<file path="config.mk">
export PLATFORM = sky130hd
export DESIGN_NAME = refcounted_handle_table_core
export DESIGN_NICKNAME = d
export VERILOG_FILES = /design/src/design/rcht_pkg.sv /design/src/design/rcht_store.sv /design/src/design/rcht_ctrl.sv /design/src/design/refcounted_handle_table_core.sv
export SDC_FILE = /design/constraint.sdc
export NUM_CORES = 2
export LEC_CHECK = 0
export BUFFER_PORTS_ARGS = -buffer_cell sky130_fd_sc_hd__buf_2
export CORE_MARGIN = 3
export CORE_UTILIZATION = 45
export CTS_CLUSTER_DIAMETER = 120
export DETAILED_ROUTE_END_ITERATION = 6
export GPL_TIMING_DRIVEN = 0
export PLACE_DENSITY_LB_ADDON = 0.25
export SLEW_MARGIN = 30
export SYNTH_ARGS = -nofsm -noshare
export SYNTH_HDL_FRONTEND = slang
export SYNTH_SLANG_ARGS = --single-unit
</file>
<file path="constraint.sdc">
create_clock -name i_clk -period 37 [get_ports i_clk]
set_clock_uncertainty 0.15 [all_clocks]
set_input_delay 1.85 -clock i_clk [delete_from_list [all_inputs] [get_ports i_clk]]
set_output_delay 1.85 -clock i_clk [all_outputs]
set_load 0.03 [all_outputs]
</file>
<file path="src/design/rcht_pkg.sv">
`timescale 1ns / 1ps
// ----------------------------------------------------------------------------
// rcht_pkg
// Types, sizes and codes shared by the refcounted handle table modules.
// ----------------------------------------------------------------------------
package rcht_pkg;

    localparam int SLOTS         = 16;
    localparam int NAME_BYTES    = 8;
    localparam int DEPS_PER_SLOT = 8;
    localparam int ID_BITS       = 16;

    localparam int SLOT_W   = (SLOTS > 1) ? $clog2(SLOTS) : 1;
    localparam int NAME_W   = 8 * NAME_BYTES;
    localparam int DCNT_W   = $clog2(DEPS_PER_SLOT + 1);
    localparam int DEP_W    = (DEPS_PER_SLOT > 1) ? $clog2(DEPS_PER_SLOT) : 1;
    localparam int KEY_W    = 64;
    localparam int HANDLE_W = 16;
    localparam int REFS_W   = 16;
    localparam int LIVE_W   = 5;

    localparam logic [REFS_W-1:0] REFS_MAX = '1;

    typedef enum logic [1:0] {
        ACT_LOAD   = 2'd0,
        ACT_ADDREF = 2'd1,
        ACT_UNLOAD = 2'd2,
        ACT_ADDDEP = 2'd3
    } t_action;

    typedef enum logic [2:0] {
        STAT_OK         = 3'd0,
        STAT_NOT_FOUND  = 3'd1,
        STAT_TABLE_FULL = 3'd2,
        STAT_DEPS_FULL  = 3'd3,
        STAT_IN_USE     = 3'd4,
        STAT_BAD_HANDLE = 3'd5
    } t_status;

    typedef struct packed {
        t_action               action;
        logic [KEY_W-1:0]      key_name;
        logic [HANDLE_W-1:0]   handle;
        logic [HANDLE_W-1:0]   dep_hdl;
    } t_in_word;

    typedef struct packed {
        t_status               status;
        logic [HANDLE_W-1:0]   handle_out;
        logic [LIVE_W-1:0]     live_count;
    } t_out_word;

    typedef struct packed {
        logic [ID_BITS-1:0]    handle;
        logic [NAME_W-1:0]     name;
        logic [REFS_W-1:0]     refs;
        logic [DCNT_W-1:0]     dep_cnt;
    } t_meta;

    typedef logic [DEPS_PER_SLOT-1:0][ID_BITS-1:0] t_dep_row;

    typedef struct packed {
        logic                  meta_we;
        logic                  row_we;
        logic                  clr;
        logic [SLOT_W-1:0]     addr;
        t_meta                 meta;
        t_dep_row              row;
    } t_store_wr;

    typedef struct packed {
        logic                  en;
        logic [SLOT_W-1:0]     addr;
    } t_store_rd;

    typedef struct packed {
        logic                  valid;
        t_meta                 meta;
        t_dep_row              row;
    } t_store_rsp;

endpackage

</file>
<file path="src/design/rcht_store.sv">
`timescale 1ns / 1ps
// ----------------------------------------------------------------------------
// rcht_store
// Slot memory and dependency row memory, one read and one write port each,
// registered read data. Per-slot occupied bits in flops.
// ----------------------------------------------------------------------------
module rcht_store (
    input  logic                   i_clk,
    input  logic                   i_rst_n,
    input  rcht_pkg::t_store_rd    i_rd,
    input  rcht_pkg::t_store_wr    i_wr,
    output rcht_pkg::t_store_rsp   o_rsp
);
    import rcht_pkg::*;

    t_meta              r_meta [SLOTS];
    t_dep_row           r_rows [SLOTS];
    logic [SLOTS-1:0]   r_valid;
    logic               r_rsp_valid;
    t_meta              r_rsp_meta;
    t_dep_row           r_rsp_row;

    always_ff @(posedge i_clk) begin
        if (i_wr.meta_we) begin
            r_meta[i_wr.addr] <= i_wr.meta;
        end
        if (i_wr.row_we) begin
            r_rows[i_wr.addr] <= i_wr.row;
        end
        if (i_rd.en) begin
            r_rsp_meta <= r_meta[i_rd.addr];
            r_rsp_row  <= r_rows[i_rd.addr];
        end
    end

    always_ff @(posedge i_clk) begin
        if (!i_rst_n) begin
            r_valid     <= '0;
            r_rsp_valid <= 1'b0;
        end else begin
            if (i_wr.meta_we) begin
                r_valid[i_wr.addr] <= 1'b1;
            end else if (i_wr.clr) begin
                r_valid[i_wr.addr] <= 1'b0;
            end
            if (i_rd.en) begin
                r_rsp_valid <= r_valid[i_rd.addr];
            end
        end
    end

    assign o_rsp.valid = r_rsp_valid;
    assign o_rsp.meta  = r_rsp_meta;
    assign o_rsp.row   = r_rsp_row;

endmodule

</file>
<file path="src/design/rcht_ctrl.sv">
`timescale 1ns / 1ps
// ----------------------------------------------------------------------------
// rcht_ctrl
// Sequencer: scans every slot through the store, collects matches, then
// applies the operation with at most one write back and issues the result word.
// ----------------------------------------------------------------------------
module rcht_ctrl (
    input  logic                   i_clk,
    input  logic                   i_rst_n,
    input  logic                   i_in_valid,
    input  rcht_pkg::t_in_word     i_in_data,
    output logic                   o_in_stall,
    output rcht_pkg::t_store_rd    o_rd,
    input  rcht_pkg::t_store_rsp   i_rsp,
    output rcht_pkg::t_store_wr    o_wr,
    input  logic                   i_res_free,
    output logic                   o_res_valid,
    output rcht_pkg::t_out_word    o_res
);
    import rcht_pkg::*;

    typedef enum logic [2:0] {
        S_IDLE  = 3'b001,
        S_SCAN  = 3'b010,
        S_FINAL = 3'b100
    } t_state;

    t_state              r_state;
    t_in_word            r_item;
    logic [NAME_W-1:0]   r_key;
    logic [SLOT_W:0]     r_idx;
    logic                r_pend;
    logic [SLOT_W-1:0]   r_pidx;
    logic [LIVE_W-1:0]   r_occ;
    logic [ID_BITS-1:0]  r_next;

    logic                r_name_hit;
    logic [SLOT_W-1:0]   r_name_idx;
    t_meta               r_name_meta;
    logic                r_free_hit;
    logic [SLOT_W-1:0]   r_free_idx;
    logic                r_h_hit;
    logic [SLOT_W-1:0]   r_h_idx;
    t_meta               r_h_meta;
    t_dep_row            r_h_row;
    logic                r_dh_hit;
    logic                r_dep_on;

    logic                name_eq;
    logic                h_eq;
    logic                dh_eq;
    logic                dep_eq;
    logic                last;
    logic                fire;

    logic [LIVE_W-1:0]   n_occ;
    logic [ID_BITS-1:0]  n_next;
    logic [ID_BITS-1:0]  new_h;
    logic [REFS_W-1:0]   refs_inc;
    logic [REFS_W-1:0]   refs_dec;
    logic                dup;
    t_store_wr           wr;
    t_out_word           res;

    assign o_in_stall = (r_state != S_IDLE);
    assign o_rd.en    = (r_state == S_SCAN) && (r_idx < (SLOT_W + 1)'(SLOTS));
    assign o_rd.addr  = r_idx[SLOT_W-1:0];

    // per-slot compares on the word just read
    always_comb begin
        name_eq = i_rsp.valid && (i_rsp.meta.name == r_key);
        h_eq    = i_rsp.valid && (HANDLE_W'(i_rsp.meta.handle) == r_item.handle);
        dh_eq   = i_rsp.valid && (HANDLE_W'(i_rsp.meta.handle) == r_item.dep_hdl);
        dep_eq  = 1'b0;
        for (int d = 0; d < DEPS_PER_SLOT; d++) begin
            if ((DCNT_W'(d) < i_rsp.meta.dep_cnt)
                && (HANDLE_W'(i_rsp.row[d]) == r_item.handle)) begin
                dep_eq = i_rsp.valid;
            end
        end
    end

    assign last = r_pend && (r_pidx == SLOT_W'(SLOTS - 1));
    assign fire = (r_state == S_FINAL) && i_res_free;

    always_ff @(posedge i_clk) begin
        if (!i_rst_n) begin
            r_state <= S_IDLE;
            r_pend  <= 1'b0;
            r_occ   <= '0;
            r_next  <= ID_BITS'(1);
        end else begin
            r_pend <= o_rd.en;
            unique case (r_state)
                S_IDLE: begin
                    if (i_in_valid) begin
                        r_state <= S_SCAN;
                    end
                end
                S_SCAN: begin
                    if (last) begin
                        r_state <= S_FINAL;
                    end
                end
                S_FINAL: begin
                    if (i_res_free) begin
                        r_state <= S_IDLE;
                        r_occ   <= n_occ;
                        r_next  <= n_next;
                    end
                end
                default: r_state <= S_IDLE;
            endcase
        end
    end

    // scan bookkeeping: keep the lowest slot for each name, free and handle match
    always_ff @(posedge i_clk) begin
        r_pidx <= r_idx[SLOT_W-1:0];
        if (r_state == S_IDLE) begin
            r_item     <= i_in_data;
            r_key      <= i_in_data.key_name[NAME_W-1:0];
            r_idx      <= '0;
            r_name_hit <= 1'b0;
            r_free_hit <= 1'b0;
            r_h_hit    <= 1'b0;
            r_dh_hit   <= 1'b0;
            r_dep_on   <= 1'b0;
        end else begin
            if (o_rd.en) begin
                r_idx <= r_idx + 1'b1;
            end
            if (r_pend) begin
                if (name_eq && !r_name_hit) begin
                    r_name_hit  <= 1'b1;
                    r_name_idx  <= r_pidx;
                    r_name_meta <= i_rsp.meta;
                end
                if (!i_rsp.valid && !r_free_hit) begin
                    r_free_hit <= 1'b1;
                    r_free_idx <= r_pidx;
                end
                if (h_eq && !r_h_hit) begin
                    r_h_hit  <= 1'b1;
                    r_h_idx  <= r_pidx;
                    r_h_meta <= i_rsp.meta;
                    r_h_row  <= i_rsp.row;
                end
                if (dh_eq) begin
                    r_dh_hit <= 1'b1;
                end
                if (dep_eq) begin
                    r_dep_on <= 1'b1;
                end
            end
        end
    end

    // apply the operation
    always_comb begin
        n_occ    = r_occ;
        n_next   = r_next;
        wr       = '0;
        res      = '0;
        res.status = STAT_OK;
        new_h    = (r_next == '0) ? ID_BITS'(1) : r_next;
        refs_inc = '0;
        refs_dec = (r_h_meta.refs != '0) ? r_h_meta.refs - 1'b1 : '0;
        dup      = 1'b0;
        for (int d = 0; d < DEPS_PER_SLOT; d++) begin
            if ((DCNT_W'(d) < r_h_meta.dep_cnt)
                && (HANDLE_W'(r_h_row[d]) == r_item.dep_hdl)) begin
                dup = 1'b1;
            end
        end
        unique case (r_item.action)
            ACT_LOAD: begin
                if (r_name_hit) begin
                    refs_inc = (r_name_meta.refs != REFS_MAX)
                             ? r_name_meta.refs + 1'b1 : r_name_meta.refs;
                    wr.meta_we   = 1'b1;
                    wr.addr      = r_name_idx;
                    wr.meta      = r_name_meta;
                    wr.meta.refs = refs_inc;
                    res.handle_out = HANDLE_W'(r_name_meta.handle);
                end else if (r_free_hit) begin
                    n_next = new_h + 1'b1;
                    if (n_next == '0) begin
                        n_next = ID_BITS'(1);
                    end
                    wr.meta_we      = 1'b1;
                    wr.addr         = r_free_idx;
                    wr.meta.handle  = new_h;
                    wr.meta.name    = r_key;
                    wr.meta.refs    = REFS_W'(1);
                    wr.meta.dep_cnt = '0;
                    n_occ = r_occ + 1'b1;
                    res.handle_out = HANDLE_W'(new_h);
                end else begin
                    res.status = STAT_TABLE_FULL;
                end
            end
            ACT_ADDREF, ACT_UNLOAD: begin
                if (r_item.handle == '0) begin
                    res.status = STAT_BAD_HANDLE;
                end else if (!r_h_hit) begin
                    res.status = STAT_NOT_FOUND;
                end else if (r_item.action == ACT_ADDREF) begin
                    wr.meta_we   = 1'b1;
                    wr.addr      = r_h_idx;
                    wr.meta      = r_h_meta;
                    wr.meta.refs = (r_h_meta.refs != REFS_MAX)
                                 ? r_h_meta.refs + 1'b1 : r_h_meta.refs;
                end else if (refs_dec != '0 || r_dep_on) begin
                    // decrement the count; hold the slot at zero while something depends on it
                    wr.meta_we   = 1'b1;
                    wr.addr      = r_h_idx;
                    wr.meta      = r_h_meta;
                    wr.meta.refs = refs_dec;
                    if (refs_dec == '0) begin
                        res.status = STAT_IN_USE;
                    end
                end else begin
                    wr.clr  = 1'b1;
                    wr.addr = r_h_idx;
                    if (r_occ != '0) begin
                        n_occ = r_occ - 1'b1;
                    end
                end
            end
            ACT_ADDDEP: begin
                if (r_item.handle == '0 || r_item.dep_hdl == '0) begin
                    res.status = STAT_BAD_HANDLE;
                end else if (!r_h_hit || !r_dh_hit) begin
                    res.status = STAT_NOT_FOUND;
                end else if (!dup) begin
                    if (r_h_meta.dep_cnt >= DCNT_W'(DEPS_PER_SLOT)) begin
                        res.status = STAT_DEPS_FULL;
                    end else begin
                        wr.meta_we      = 1'b1;
                        wr.row_we       = 1'b1;
                        wr.addr         = r_h_idx;
                        wr.meta         = r_h_meta;
                        wr.meta.dep_cnt = r_h_meta.dep_cnt + 1'b1;
                        wr.row          = r_h_row;
                        wr.row[r_h_meta.dep_cnt[DEP_W-1:0]] = ID_BITS'(r_item.dep_hdl);
                    end
                end
            end
            default: res.status = STAT_OK;
        endcase
        res.live_count = n_occ;
    end

    assign o_wr        = fire ? wr : '0;
    assign o_res_valid = fire;
    assign o_res       = res;

endmodule

</file>
<file path="src/design/refcounted_handle_table_core.sv">
`timescale 1ns / 1ps
// ----------------------------------------------------------------------------
// refcounted_handle_table_core
// Slot table of handles with reference counts and dependency lists.
// ----------------------------------------------------------------------------
// Usage:
//   Input channel: i_in_valid / o_in_stall carry one operation word
//   (load by name, add reference, unload, add dependency). Output channel:
//   o_out_valid / i_out_stall carry one result word per operation
//   (status, handle, live slot count).
//   Each operation scans all SLOTS slots through the slot memory's single
//   read port, one slot a cycle, then writes back at most once. The result
//   is registered once the scan is done, and the next word is taken the
//   cycle after the result is registered, so a new operation is taken only
//   after the previous one has finished.
//   The result sits in an output register; a stalled receiver holds it and
//   the next operation may be taken and scanned meanwhile, finishing only
//   once that register is free.
//   Reset (synchronous, active low) frees all slots, clears the live count
//   and sets the next handle to one; it is ready the cycle after.
// ----------------------------------------------------------------------------
module refcounted_handle_table_core (
    input  logic                   i_clk,
    input  logic                   i_rst_n,
    input  logic                   i_in_valid,
    output logic                   o_in_stall,
    input  rcht_pkg::t_in_word     i_in_data,
    output logic                   o_out_valid,
    input  logic                   i_out_stall,
    output rcht_pkg::t_out_word    o_out_data
);
    import rcht_pkg::*;

    t_store_rd    rd;
    t_store_wr    wr;
    t_store_rsp   rsp;
    logic         res_valid;
    t_out_word    res;
    logic         res_free;
    logic         r_out_valid;
    t_out_word    r_out_data;

    assign res_free = !r_out_valid || !i_out_stall;

    rcht_ctrl u_ctrl (
        .i_clk       (i_clk),
        .i_rst_n     (i_rst_n),
        .i_in_valid  (i_in_valid),
        .i_in_data   (i_in_data),
        .o_in_stall  (o_in_stall),
        .o_rd        (rd),
        .i_rsp       (rsp),
        .o_wr        (wr),
        .i_res_free  (res_free),
        .o_res_valid (res_valid),
        .o_res       (res)
    );

    rcht_store u_store (
        .i_clk   (i_clk),
        .i_rst_n (i_rst_n),
        .i_rd    (rd),
        .i_wr    (wr),
        .o_rsp   (rsp)
    );

    always_ff @(posedge i_clk) begin
        if (!i_rst_n) begin
            r_out_valid <= 1'b0;
        end else if (res_free) begin
            r_out_valid <= res_valid;
        end
    end

    always_ff @(posedge i_clk) begin
        if (res_free && res_valid) begin
            r_out_data <= res;
        end
    end

    assign o_out_valid = r_out_valid;
    assign o_out_data  = r_out_data;

endmodule

</file>
==> impl_metrics.toml <==
[clock_network]
hold_buffers = 0
clock_path_buffers = 4
cts_tree = "yes"
clk_latency_ps = 990
root_buffer = "clkbuf_16"
cts_setup_buffers = 0
clk_pin_slew_ps = 60
post_cts_resized = 0
htree_levels = 5
tritoncts.num_buffers = 431
numClockSinks = 4395

[setup_path]
worst-path-buf-inv = 12
cp_top_family = "buffers and inverters"
critical_path.most_common_cell = "buf_2"
path_cells = "clkbuf_2, clkinv_1, ha_1, nor2b_1, o21ai_0, nor4_1, a211oi_2, and3_1, buf_6, nand2_1, buf_2, nor4_2, buf_2, buf_2, buf_2, buf_2, buf_2, buf_2, buf_4, buf_2"
worst_path_max_delay_cell = "clkinv_1"
worst_ep_arrival_time_ps = 8730
critPathLaunchType = "flip-flop"
cp_max_fo = 10
end_kind = "flip-flop"
critPathRequiredTime_ps = 37560
cpPeakStageDelay_ps = 1020
crit_type = "flip-flop to flip-flop"

[synth]
synth_common_cells = "edfxtp_1 (4,338), mux4_2 (1,145), nand2_1 (344)"
synthCells = 7769
ys_top_cells_by_area = "edfxtp_1 (77%), mux4_2 (15%), xnor2_1 (1.0%)"
synth_area_per_cell_um2 = 21.89
synth_edf_count = 4338
synth_top_area_share_pct = 76.59
syn_area_um2 = 170100
synth_top_area_cell = "edfxtp_1"
async_flop_share_pct = 0
yosysMostFrequentCell = "edfxtp_1"
synth-main-ff-cell = "edfxtp_1"
netlist-cell-type-count = 88
seq_area_frac_synth_pct = 77.27
yosys_warnings = 0
synthesis.nets = 7882
synth_seq_cells = 4395

[pwr]
p_total_mw = 10.04
powerDensity_nw_per_um2 = 50.19
power.leakage_nw = 61.32
ir_drop_mv = 0.04252

[global_routing]
grt_max_degree = 50
grt_first_pass_wirelength_um = 672400
grt-ovfl-total = 0
antenna_found_initial = 23
grt_pass1_vias = 87480
grt_usage_pct = 24.87

[timing]
fin_ws_ps = 28820
hold_ws_ps = 203.3
hold_violations = 0
slew_headroom_pct = 24.28
drv_slew = 0
timing.final.crit_share_pct = 22.10
setup_viol = 0
setup_tns_ps = 0
worstMarginPinSlew_ps = 1136
fin_crit_ps = 8176
rsz0062_at_grt = "no"
max_freq_ghz = 0.1223

[finish]
final_cells = 14270
final_util_pct = 53.23
seqCellArea_um2 = 131400
fin_nets = 9016
drive_gt1_share_pct = 31.99
multi_input_area_um2 = 37900
design_area_um2 = 200000
area_growth_pct = 17.62
fillers = 28580

[placement]
finalWeightedCongestion = 0.8600
dp_hpwl_um = 315700
dp_slack_ps = 29260
place_inst = 13460
place_area_um2 = 185800
port-buffer-count = 126

[min_path]
min_path_type = "flip-flop to flip-flop"

[die]
row_count = 225
ios = 128
initial_core_util_pct = 45.25
die_h_um = 620.8
coreArea_um2 = 375800
die_w_um = 620.8
dieArea_um2 = 385300

[run_status]
violations = "DRC"
status = "finished, violations left"

[detailed_routing]
dr.first_iter.drc_count = 11820
drc = 1
avgViaCountPerCell = 6.141
finalWirelength_um = 482300
first_pass_iters = 7
ant_nets = 0
vias = 87640
post_drt_wl_per_cell_um = 33.80

[run]
maxCapViolCount = 0
==> registers in the layout (all words and copies together) (netlist names), 3 cells and up, named ones only <==
register	count
o_out_data	24
u_ctrl.r_free_idx	4
u_ctrl.r_h_idx	4
u_ctrl.r_h_meta	100
u_ctrl.r_h_row	128
u_ctrl.r_idx	5
u_ctrl.r_item	34
u_ctrl.r_key	64
u_ctrl.r_name_idx	4
u_ctrl.r_name_meta	100
u_ctrl.r_next	16
u_ctrl.r_occ	5
u_ctrl.r_pidx	4
u_ctrl.r_state	3
u_store.o_rsp	228
u_store.r_meta	1600
u_store.r_rows	2048
==> where the power goes <==
group,switching (mW),leakage [nW],internal [mW]
clock,1.86,6.73,2.47
combinational,0.194,15.2,0.0782
sequential,0.0231,39.4,5.41
==> worst paths after layout <==
kind	start	endpoint	slack (ps)	cells after the start
setup / recovery	u_ctrl.r_h_meta[0]$_DFFE_PP_	u_store.r_rows[3][84]$_DFFE_PP_	28820	20
hold / removal	u_ctrl.r_idx[3]$_SDFFE_PP0P_	u_ctrl.r_pidx[3]$_DFF_P_	200	0
setup reg to reg	u_ctrl.r_h_meta[0]$_DFFE_PP_	u_store.r_rows[3][84]$_DFFE_PP_	28820	20
hold reg to reg	u_ctrl.r_idx[3]$_SDFFE_PP0P_	u_ctrl.r_pidx[3]$_DFF_P_	200	0
==> per-layer routing <==
layer | global-route usage (%) | part of all wire [%] | vias up
met4 | 10.21 | 4.6 | 2
met1 | 33.14 | 38 | 46950
met5 | 0 | 0.0019 | -
met3 | 5.478 | 9.2 | 1021
met2 | 39.97 | 48 | 4817
li1 | - | - | 34850
==> cell type report <==
class                      count  share of cell area (%)
timing repair buffer         701                   4.220
clock inverter               246                   1.169
antenna                       18                 0.02252
clock buffer                 543                   5.729
buffer                       440                   1.021
tap                         4994                   3.124
sequential                  4395                   65.69
inverter                      30                 0.07881
multi-input combinational   2904                   18.95
==> cell usage in the layout, fill, tap and decap left out, drive strengths merged, types with 18 or more instances in the layout <==
| cell type | count |
|---|---|
| dfxtp | 57 |
| xor2 | 182 |
| bufinv | 41 |
| o21ai | 45 |
| a221oi | 68 |
| nand2 | 344 |
| buf | 867 |
| nor3 | 108 |
| nand4 | 66 |
| clkbuf | 817 |
| clkinv | 181 |
| diode | 18 |
| edfxtp | 4338 |
| a21oi | 204 |
| xnor2 | 201 |
| inv | 39 |
| nor4 | 72 |
| nand3 | 60 |
| mux4 | 1145 |
| nor2 | 171 |
==> worst register-to-register path, cell delays in order (launching register included) <==
cell	delay (ps)
edfxtp_1	350
clkbuf_2	610
clkinv_1	1020
ha_1	690
nor2b_1	310
o21ai_0	150
nor4_1	870
a211oi_2	410
and3_1	330
buf_6	180
nand2_1	630
buf_2	600
nor4_2	200
buf_2	220
buf_2	170
buf_2	170
buf_2	170
buf_2	180
buf_2	190
buf_4	170
buf_2	160
==> cells by family (layout without fill, tap and decap cells) <==
kind of cell,Yosys count,after routing,share of synthesized area (%)
DFF,4395,4395,77.27
buffers and inverters,470,1960,1.157
and+or+nand+nor,905,905,2.548
AOI/OAI and AO/OA,449,449,1.747
adders and majority gates,11,11,0.08093
muxes,1156,1156,15.23
xor gates and xnor gates,383,383,1.972
other,0,18,0
(Power assumes the default switching activity.)
